$ cat src/kdlpr_pkg.sv
// ----------------------------------------------------------------------------
// Key debounce package
// Widths, register indexes, reset values and shared types of the key core.
// ----------------------------------------------------------------------------
`default_nettype none

package kdlpr_pkg;

  localparam int unsigned KEY_W         = 5;   // width of the level and event fields
  localparam int unsigned CNT_W         = 8;   // press counter and register width
  localparam int unsigned CFG_IDX_W     = 8;
  localparam int unsigned NUM_KEYS_DEF  = 5;

  localparam logic [CNT_W-1:0] SHORT_MIN_RST   = 8'd2;
  localparam logic [CNT_W-1:0] LONG_FIRST_RST  = 8'd30;
  localparam logic [CNT_W-1:0] REPEAT_TOP_RST  = 8'd60;
  localparam logic [CNT_W-1:0] REPEAT_BASE_RST = 8'd40;

  typedef enum logic [CFG_IDX_W-1:0] {
    CFG_SHORT_MIN   = 8'd0,
    CFG_LONG_FIRST  = 8'd1,
    CFG_REPEAT_TOP  = 8'd2,
    CFG_REPEAT_BASE = 8'd3
  } cfg_idx_t;

  typedef struct packed {
    logic [CNT_W-1:0] short_min;
    logic [CNT_W-1:0] long_first;
    logic [CNT_W-1:0] repeat_top;
    logic [CNT_W-1:0] repeat_base;
  } cfg_t;

  // Events one key raises on one scan tick.
  typedef struct packed {
    logic short_ev;
    logic long_ev;
  } key_ev_t;

endpackage

`default_nettype wire

$ cat src/kdlpr_lane.sv
// ----------------------------------------------------------------------------
// Key debounce lane
// Press counter and arm flag of one key, updated once per accepted scan tick.
// ----------------------------------------------------------------------------
`default_nettype none

module kdlpr_lane
  import kdlpr_pkg::*;
(
  input  wire logic    clk,
  input  wire logic    rst_n,
  input  wire logic    tick,     // a scan transaction is accepted this cycle
  input  wire logic    pressed,
  input  wire cfg_t    cfg,
  output key_ev_t      ev        // events of the tick being accepted
);

  logic [CNT_W-1:0] count_r, count_nxt;
  logic             armed_r, armed_nxt;
  logic [CNT_W-1:0] inc;

  assign inc = count_r + 1'b1;

  always_comb begin
    count_nxt   = count_r;
    armed_nxt   = armed_r;
    ev.short_ev = 1'b0;
    ev.long_ev  = 1'b0;
    if (pressed) begin
      count_nxt = inc;
      if (inc >= cfg.short_min && inc < cfg.long_first) begin
        armed_nxt = 1'b1;
      end else if (inc == cfg.long_first || inc == cfg.repeat_top) begin
        // The arm flag is left alone here, so a release right at the first
        // long count still reports a short press.
        ev.long_ev = 1'b1;
        if (inc == cfg.repeat_top) begin
          count_nxt = cfg.repeat_base;
        end
      end else begin
        armed_nxt = 1'b0;
      end
    end else if (count_r != '0) begin
      count_nxt = '0;
      if (armed_r) begin
        ev.short_ev = 1'b1;
        armed_nxt   = 1'b0;
      end
    end
  end

  always_ff @(posedge clk) begin
    if (!rst_n) begin
      count_r <= '0;
      armed_r <= 1'b0;
    end else if (tick) begin
      count_r <= count_nxt;
      armed_r <= armed_nxt;
    end
  end

endmodule

`default_nettype wire

$ cat src/kdlpr_merge.sv
// ----------------------------------------------------------------------------
// Key debounce merge stage
// Packs the lane events into result words and holds them in an output
// register backed by a skid register.
// ----------------------------------------------------------------------------
`default_nettype none

module kdlpr_merge
  import kdlpr_pkg::*;
#(
  parameter int unsigned NUM_KEYS = NUM_KEYS_DEF
) (
  input  wire logic             clk,
  input  wire logic             rst_n,
  input  wire logic             in_take,      // scan transaction accepted
  input  wire key_ev_t          lane_ev [NUM_KEYS],
  output logic                  skid_full,
  output logic                  out_valid,
  input  wire logic             out_stall,
  output logic [KEY_W-1:0]      out_short_press,
  output logic [KEY_W-1:0]      out_long_press
);

  logic [KEY_W-1:0] sp_word, lp_word;
  logic [KEY_W-1:0] out_sp_r, out_lp_r, skid_sp_r, skid_lp_r;
  logic             out_vld_r, skid_vld_r;
  logic             out_free;

  // Keys past the field width cannot report, and missing keys report nothing.
  for (genvar b = 0; b < KEY_W; b++) begin : g_pack
    if (b < NUM_KEYS) begin : g_key
      assign sp_word[b] = lane_ev[b].short_ev;
      assign lp_word[b] = lane_ev[b].long_ev;
    end else begin : g_none
      assign sp_word[b] = 1'b0;
      assign lp_word[b] = 1'b0;
    end
  end

  assign out_free = !out_vld_r || !out_stall;

  always_ff @(posedge clk) begin
    if (!rst_n) begin
      out_vld_r  <= 1'b0;
      skid_vld_r <= 1'b0;
    end else if (out_free) begin
      // The input is stalled while the skid register is occupied, so a new
      // transaction and a pending skid entry never meet here.
      if (skid_vld_r) begin
        out_vld_r  <= 1'b1;
        skid_vld_r <= 1'b0;
      end else begin
        out_vld_r  <= in_take;
      end
    end else if (in_take) begin
      skid_vld_r <= 1'b1;
    end
  end

  always_ff @(posedge clk) begin
    if (out_free) begin
      if (skid_vld_r) begin
        out_sp_r <= skid_sp_r;
        out_lp_r <= skid_lp_r;
      end else if (in_take) begin
        out_sp_r <= sp_word;
        out_lp_r <= lp_word;
      end
    end else if (in_take) begin
      skid_sp_r <= sp_word;
      skid_lp_r <= lp_word;
    end
  end

  assign skid_full       = skid_vld_r;
  assign out_valid       = out_vld_r;
  assign out_short_press = out_sp_r;
  assign out_long_press  = out_lp_r;

endmodule

`default_nettype wire

$ cat src/key_debounce_long_press_repeat_core.sv
// ----------------------------------------------------------------------------
// Key debounce core with long press and auto-repeat
// Debounces a bank of active-low keys, one lane per key, and reports short
// presses on release and long presses with auto-repeat while held.
// ----------------------------------------------------------------------------
//  Channel   Direction  Handshake        Payload
//  in_       input      valid / stall    key_levels[4:0]
//  out_      output     valid / stall    short_press[4:0], long_press[4:0]
//  cfg_      input      valid / ready    index[7:0], data[7:0]
//
//  One scan transaction per cycle while in_stall is low; the result of an
//  accepted one is registered in the output register behind the key lanes.
//  A skid register takes one more result while the output is stalled, and
//  in_stall rises only when that register is occupied.
//  Synchronous reset clears all counters, arm flags and valid bits and
//  loads the register defaults. Configuration writes are always ready.
// ----------------------------------------------------------------------------
`default_nettype none

module key_debounce_long_press_repeat_core
  import kdlpr_pkg::*;
#(
  parameter int unsigned NUM_KEYS = NUM_KEYS_DEF
) (
  input  wire logic                 clk,
  input  wire logic                 rst_n,
  input  wire logic                 in_valid,
  output logic                      in_stall,
  input  wire logic [KEY_W-1:0]     in_key_levels,
  output logic                      out_valid,
  input  wire logic                 out_stall,
  output logic [KEY_W-1:0]          out_short_press,
  output logic [KEY_W-1:0]          out_long_press,
  input  wire logic                 cfg_valid,
  output logic                      cfg_ready,
  input  wire logic [CFG_IDX_W-1:0] cfg_index,
  input  wire logic [CNT_W-1:0]     cfg_data
);

  cfg_t    cfg_r;
  logic    skid_full;
  logic    in_take;
  key_ev_t lane_ev [NUM_KEYS];

  assign cfg_ready = 1'b1;
  assign in_stall  = skid_full;
  assign in_take   = in_valid && !skid_full;

  always_ff @(posedge clk) begin
    if (!rst_n) begin
      cfg_r.short_min   <= SHORT_MIN_RST;
      cfg_r.long_first  <= LONG_FIRST_RST;
      cfg_r.repeat_top  <= REPEAT_TOP_RST;
      cfg_r.repeat_base <= REPEAT_BASE_RST;
    end else if (cfg_valid && cfg_ready) begin
      unique case (cfg_idx_t'(cfg_index))
        CFG_SHORT_MIN:   cfg_r.short_min   <= cfg_data;
        CFG_LONG_FIRST:  cfg_r.long_first  <= cfg_data;
        CFG_REPEAT_TOP:  cfg_r.repeat_top  <= cfg_data;
        CFG_REPEAT_BASE: cfg_r.repeat_base <= cfg_data;
        default: ;
      endcase
    end
  end

  for (genvar i = 0; i < NUM_KEYS; i++) begin : g_lane
    logic pressed;
    if (i < KEY_W) begin : g_in
      assign pressed = !in_key_levels[i];
    end else begin : g_out
      // No input bit for this key: it always reads as released.
      assign pressed = 1'b0;
    end

    kdlpr_lane u_lane (
      .clk     (clk),
      .rst_n   (rst_n),
      .tick    (in_take),
      .pressed (pressed),
      .cfg     (cfg_r),
      .ev      (lane_ev[i])
    );
  end

  kdlpr_merge #(
    .NUM_KEYS (NUM_KEYS)
  ) u_merge (
    .clk             (clk),
    .rst_n           (rst_n),
    .in_take         (in_take),
    .lane_ev         (lane_ev),
    .skid_full       (skid_full),
    .out_valid       (out_valid),
    .out_stall       (out_stall),
    .out_short_press (out_short_press),
    .out_long_press  (out_long_press)
  );

endmodule

`default_nettype wire

$ cat config.mk
export PLATFORM = sky130hd
export DESIGN_NAME = key_debounce_long_press_repeat_core
export DESIGN_NICKNAME = d
export VERILOG_FILES = /design/src/kdlpr_pkg.sv /design/src/kdlpr_lane.sv /design/src/kdlpr_merge.sv /design/src/key_debounce_long_press_repeat_core.sv
export SDC_FILE = /design/constraint.sdc
export NUM_CORES = 1
export LEC_CHECK = 0
export ABC_AREA = 1
export BUFFER_PORTS_ARGS = -buffer_cell sky130_fd_sc_hd__buf_2
export CAP_MARGIN = 5
export CORE_UTILIZATION = 47
export CTS_CLUSTER_DIAMETER = 150
export DETAILED_ROUTE_END_ITERATION = 8
export SLEW_MARGIN = 20
export SYNTH_ARGS = -nofsm -noshare
export SYNTH_HDL_FRONTEND = slang
export SYNTH_SLANG_ARGS = --single-unit
$ cat constraint.sdc
create_clock -name clk -period 5.8 [get_ports clk]
set_input_delay 0.87 -clock clk [delete_from_list [all_inputs] [get_ports clk]]
set_output_delay 0.87 -clock clk [all_outputs]
set_load 0.01 [all_outputs]
* Yosys cells after proc, flatten, opt, wreduce, memory -nomap -nowiden
Cells that the tools add are included.
** Word-level totals
- Input port bits :: 26
- Register bits :: 99
- Output and inout bits :: 13
** Operators by class
- Multiplexer cells :: 80
- Add/sub/neg operators :: 5
- Bitwise logic cells :: 2
- Equal/unequal tests :: 23
- Order comparisons :: 10
- Reductions and logical operators :: 39
** Operators by type and width (count)
- 8-bit 2-to-1 mux :: 25
- 8-bit equality test :: 10
- 1-bit 2-to-1 mux :: 51
- 8-bit by 1-bit adder with 8-bit output (second input constant) :: 5
- 8-bit >= comparator :: 5
- 8-bit < comparator :: 5
- 8-bit nonzero test :: 5
- 2-bit AND reduction :: 11
- 5-bit 2-to-1 mux :: 4
- 8-bit by 2-bit equality test with 1-bit output (second input constant) :: 2
- 3-bit by 2-bit != test with 1-bit output (second input constant) :: 5
- 3-bit AND reduction :: 5
- 2-bit by 1-bit != test with 1-bit output (second input constant) :: 5
- 8-bit by 1-bit equality test with 1-bit output (second input constant) :: 1
- 8-bit logical NOT :: 1
- 1-bit logical AND :: 6
- 1-bit logical OR :: 6
- 1-bit logical NOT :: 3
- 1-bit inverter :: 2
- 2-bit nonzero test :: 1
- 2-bit OR reduction :: 1

* Longest topological paths before layout
- Depth after elaboration :: 8
- Mapped depth :: 20
- Gate-level depth less buffers :: 19

* By module
A second synthesis with hierarchy kept.
** Unflattened totals
- Cells, all modules :: 1472
- Area total of the unflattened synthesis :: 9551.7 sq um
** By module, submodules not included
- kdlpr_lane :: cells each 243, instances 5, area each 1447.6 sq um, seq. area each 180.2 sq um
- key_debounce_long_press_repeat_core :: cells each 196, instances 1, area each 1455.1 sq um, seq. area each 640.6 sq um
- kdlpr_merge :: cells each 61, instances 1, area each 858.3 sq um, seq. area each 640.6 sq um

* Worst setup path before layout
OpenSTA, ideal clock, no wires.
- Path type :: register to register
- Start :: reg g_lane[3].u_lane.count_r[0]
- End :: reg u_merge.out_lp_r[3], in the netlist u_merge.out_long_press[3] (data pin)
- Setup slack :: 3.441 ns
- Data arrival time :: 2.092 ns
- Cell stages (with the launch flop) :: 17
- Data required time :: 5.533 ns
- Period minus slack after synthesis :: 2.359 ns
- Cell sequence :: dfxtp_1 ha_1 nand2_2 nor2_1 nand2_1 nand2_1 inv_1 ha_1 nand2_1 nor2_1 nand4_1 nand3_1 nand2_1 inv_1 nor2_1 nand2_1 a21oi_1
** On the way
- Cells in the longest elaborated chain, start to end :: 8
- Elaborated cells between the ends (all ways) :: 12
** RTL lines
- start, declared :: RTL line kdlpr_lane.sv:18 : logic [CNT_W-1:0] count_r, count_nxt;
- start signal, assigned :: RTL line kdlpr_lane.sv:57 : count_r <= count_nxt;
- 8-bit by 1-bit adder with 8-bit output * :: RTL line kdlpr_lane.sv:22 : assign inc = count_r + 1'b1;
- branches (longest 3 deep; another with 8-bit >= comparator)
- 1-bit 2-to-1 mux * :: RTL line kdlpr_lane.sv:31 : if (inc >= cfg.short_min && inc < cfg.long_first) begin
- 1-bit 2-to-1 mux * :: RTL line kdlpr_lane.sv:29 : if (pressed) begin
- 5-bit 2-to-1 mux * :: RTL line kdlpr_merge.sv:65 : end else if (in_take) begin
- 5-bit 2-to-1 mux * :: RTL line kdlpr_merge.sv:62 : if (skid_vld_r) begin
- end signal, assigned :: RTL line kdlpr_merge.sv:64 : out_lp_r <= skid_lp_r;
- end signal, assigned :: RTL line kdlpr_merge.sv:67 : out_lp_r <= lp_word;
- end, declared :: RTL line kdlpr_merge.sv:25 : logic [KEY_W-1:0] out_sp_r, out_lp_r, skid_sp_r, skid_lp_r;
Mark *: on every way between the ends. The select of a mux whose other input is x is not followed.
A chain may end at the register's enable or synchronous reset.

* Worst setup path after layout
- Start :: reg g_lane[2].u_lane.count_r[0]
- End :: reg u_merge.out_lp_r[2], in the netlist u_merge.out_long_press[2] (data pin)
** On the way
- Cells in the longest elaborated chain, start to end :: 8
- Elaborated cells between the ends (all ways) :: 12
** RTL lines (RTL line)
- start, declared :: kdlpr_lane.sv:18
- start signal, assigned :: kdlpr_lane.sv:57
- 8-bit by 1-bit adder with 8-bit output * :: kdlpr_lane.sv:22
- branches (longest 3 deep; another with 8-bit >= comparator)
- 1-bit 2-to-1 mux * :: kdlpr_lane.sv:31
- 1-bit 2-to-1 mux * :: kdlpr_lane.sv:29
- 5-bit 2-to-1 mux * :: kdlpr_merge.sv:65
- 5-bit 2-to-1 mux * :: kdlpr_merge.sv:62
Marked as above.

==> impl_results.md <==
- Status: completed
- Crit path kind: flop to flop
- Part of the cycle the worst path needs: 51.35%
- Met2 Wirelength: 11060 um
- Fillers: 1719
- Post-Syn Area: 8159 um2
- Met1 WL: 11840 um
- Slew Viols, Final: 0
- Synth-to-layout area growth: 7.790%
- Leakage Power: 4.446 nW
- Row count: 47
- Worst Skew: 0.01556 ns
- Slew HR: 29.17%
- Nets@finish: 1373
- Final non-filler cell total: 1482
- Biggest area consumer among synthesized cells: dfxtp_1
- CP Launch Type: flop
- Full die area: 17890 um2
- Synth top area share: 19.38%
- Top Metal Used: met4
- Critical Path Fanout Max: 11
- Hold Crit Class: flop to flop
- Drc violations: 0
- Initial antenna violation count: 0
- CTS tree: built
- IO Count: 39
- GR Util All Layers: 29.52%
- Largest net degree at the start of global routing: 42
- Clock slew at reported path FFs: 0.09 ns
- Mean Syn Cell Area: 6.633 um2
- # resized after CTS: 0
- Area contributors post-synth: dfxtp_1 (19%), nand2_1 (18%), ha_1 (14%), inv_1 (7.6%), edfxtp_1 (7.4%)
- Max Freq: 335.8 MHz
- DR pass1 iterations: 5
- Die X: 133.8 um
- Gpl congestion: 0.9115
- Antenna Violating Nets Remaining: 0
- Core area: 16760 um2
- Synth cell types: 41
- Num CTS Buffers: 9
- Sequential area share after synthesis: 26.74%
- RSZ-0062 raised after global routing: false
- # hold bufs at CTS: 0
- YS warnings: 0
- Post-layout min period: 2.978 ns
- First-pass GRT wire length: 40100 um
- Flop-to-flop setup slack: 2.82 ns
- Most frequent cells in the layout: nand2_1 (382), inv_1 (166), a21oi_1 (109), nand3_1 (105), ha_1 (90)
- Syn Inst Count: 1230
- Final Power: 1.483 mW
- Grt ovf: 0
- WL met3: 1782 um
- Crit path DAT: 3.09 ns
- Post-layout util: 52.47%
- Syn nets: 1346
- Most common cell after layout, fill and taps aside: nand2_1
- Worst VDD drop: 0.1343 mV
- N_diodes: 0
- Number of global-route vias before repair: 7372
- Share of cells above drive strength 1: 9.905%
- Setup TNS: 0 ns
- Inst Count DP: 1466
- PD cells: 168.6 nW/um2
- Clk_lat worst skew: 0.37 ns
- H-tree Lvls: 3
- Bufs on Longest Clock Path: 2
- Crit path capture type: flop
- WP data required: 5.91 ns
- Crit-path most repeated cell: nand2_1
- Root buf cell: clkbuf_16
- Avg WL per Cell: 17.18 um
- Slowest CP cell: dfxtp_1
- DRT iter0 DRCs: 552
- Worst-Margin Slew: 1.062 ns
- Dpl hpwl: 18840 um
- Largest stage delay on the critical path: 0.64 ns
- Yosys reg bits: 99
- Vias: 8069
- # Post-CTS Setup Buffers: 0
- Critical-path cell list: ha_1 > nand3_2 > nor2_1 > nand2_1 > nand2_1 > inv_1 > ha_1 > nand2_1 > nor2_1 > nand4_1 > nand3_1 > nand2_2 > inv_1 > nor2_1 > nand2_1 > o21ai_0
- Maximum Capacitance Violations: 0
- Final hold vios: 0
- Final Setup Violations: 0
- Total Wirelength: 25460 um
- Clk sinks: 99
- Vias per cell: 5.445
- IO Port Bufs: 37
- Starting density of the core: 48.68%
- Die Ht: 133.8 um
## metrics by stage
| stage | instance area (um2) | hold slack, ns | setup WS, ns |
|---|---|---|---|
| after global placement | 8513 | 0.4520 | 2.915 |
| after detailed placement | 8513 | 0.4533 | 2.909 |
| final | 8795 | 0.4634 | 2.822 |
| after floorplan | 8159 | 0.4389 | 3.441 |
| after CTS | 8795 | 0.4654 | 2.883 |
| after global routing | 8795 | 0.4915 | 2.613 |
## area by class of cell
class                      instances  area, um2  area share (%)
clock buffer                       9      225.2           2.561
clock inverter                     7      56.30          0.6402
inverter                         173      649.4           7.384
multi-input combinational        936       5214           59.28
sequential                        99       2182           24.81
tap                              220      275.3           3.130
timing repair buffer              38      192.7           2.191
## metal layers
layer / track usage [%] / up-vias
met2: 46.14 / 238
met1: 40.68 / 3683
li1: - / 4104
met4: 10.92 / 0
met3: 4.756 / 44
met5: 0 / -
## cells in the mapped netlist, drive strengths merged
cell type  number
xnor2           2
nor3            4
a21boi          1
edfxtp         20
a21o            2
o21a            3
nor4            4
nand3         121
o211ai         11
clkbuf         13
o21ai          36
o21bai          5
inv           173
or2             1
ha             90
nand2         403
dfxtp          79
nor2           90
nor3b           2
a21oi         109
nand4          47
and3            1
buf             9
conb            1
or4             2
xor2            1
## final timing paths
kind                                    start                        end  cells after the start
setup / recovery  g_lane[2].u_lane.count_r[0]  u_merge.out_long_press[2]                     16
hold / removal       g_lane[0].u_lane.armed_r   g_lane[0].u_lane.armed_r                      2
setup reg to reg  g_lane[2].u_lane.count_r[0]  u_merge.out_long_press[2]                     16
hold reg to reg      g_lane[0].u_lane.armed_r   g_lane[0].u_lane.armed_r                      2
## report_power, final
group | switching [mW] | internal, mW | total (mW)
clock network | 0.317 | 0.298 | 0.615
registers | 0.0124 | 0.712 | 0.724
logic | 0.0987 | 0.0445 | 0.143
## critical path: cells and delay by family, from the launching register on
kind / cells / cell delay (ns)
compound gates: 1 / 0.09
buf+inv: 2 / 0.18
fa+ha+maj: 2 / 0.57
flops: 1 / 0.64
simple gates: 11 / 1.22
## registers in the layout, summed over array words and instances (netlist names)
name and flops:
cfg_r 32, u_merge.out_valid 1, u_merge.skid_full 1, g_lane.u_lane.armed_r 5, g_lane.u_lane.count_r 40, u_merge.skid_lp_r 5
u_merge.out_long_press 5, u_merge.skid_sp_r 5, u_merge.out_short_press 5
## cells by family after synthesis
logic type	count (synthesis)	synth area share [%]
DFF	99	26.74
and+or+nand+nor	675	38.77
other	1	0.04596
buffers and inverters	195	9.354
adders and majority gates	90	13.80
xor gates and xnor gates	3	0.3221
AOI/OAI and AO/OA	167	10.96
Note: power is estimated with default switching activity, not from simulation.
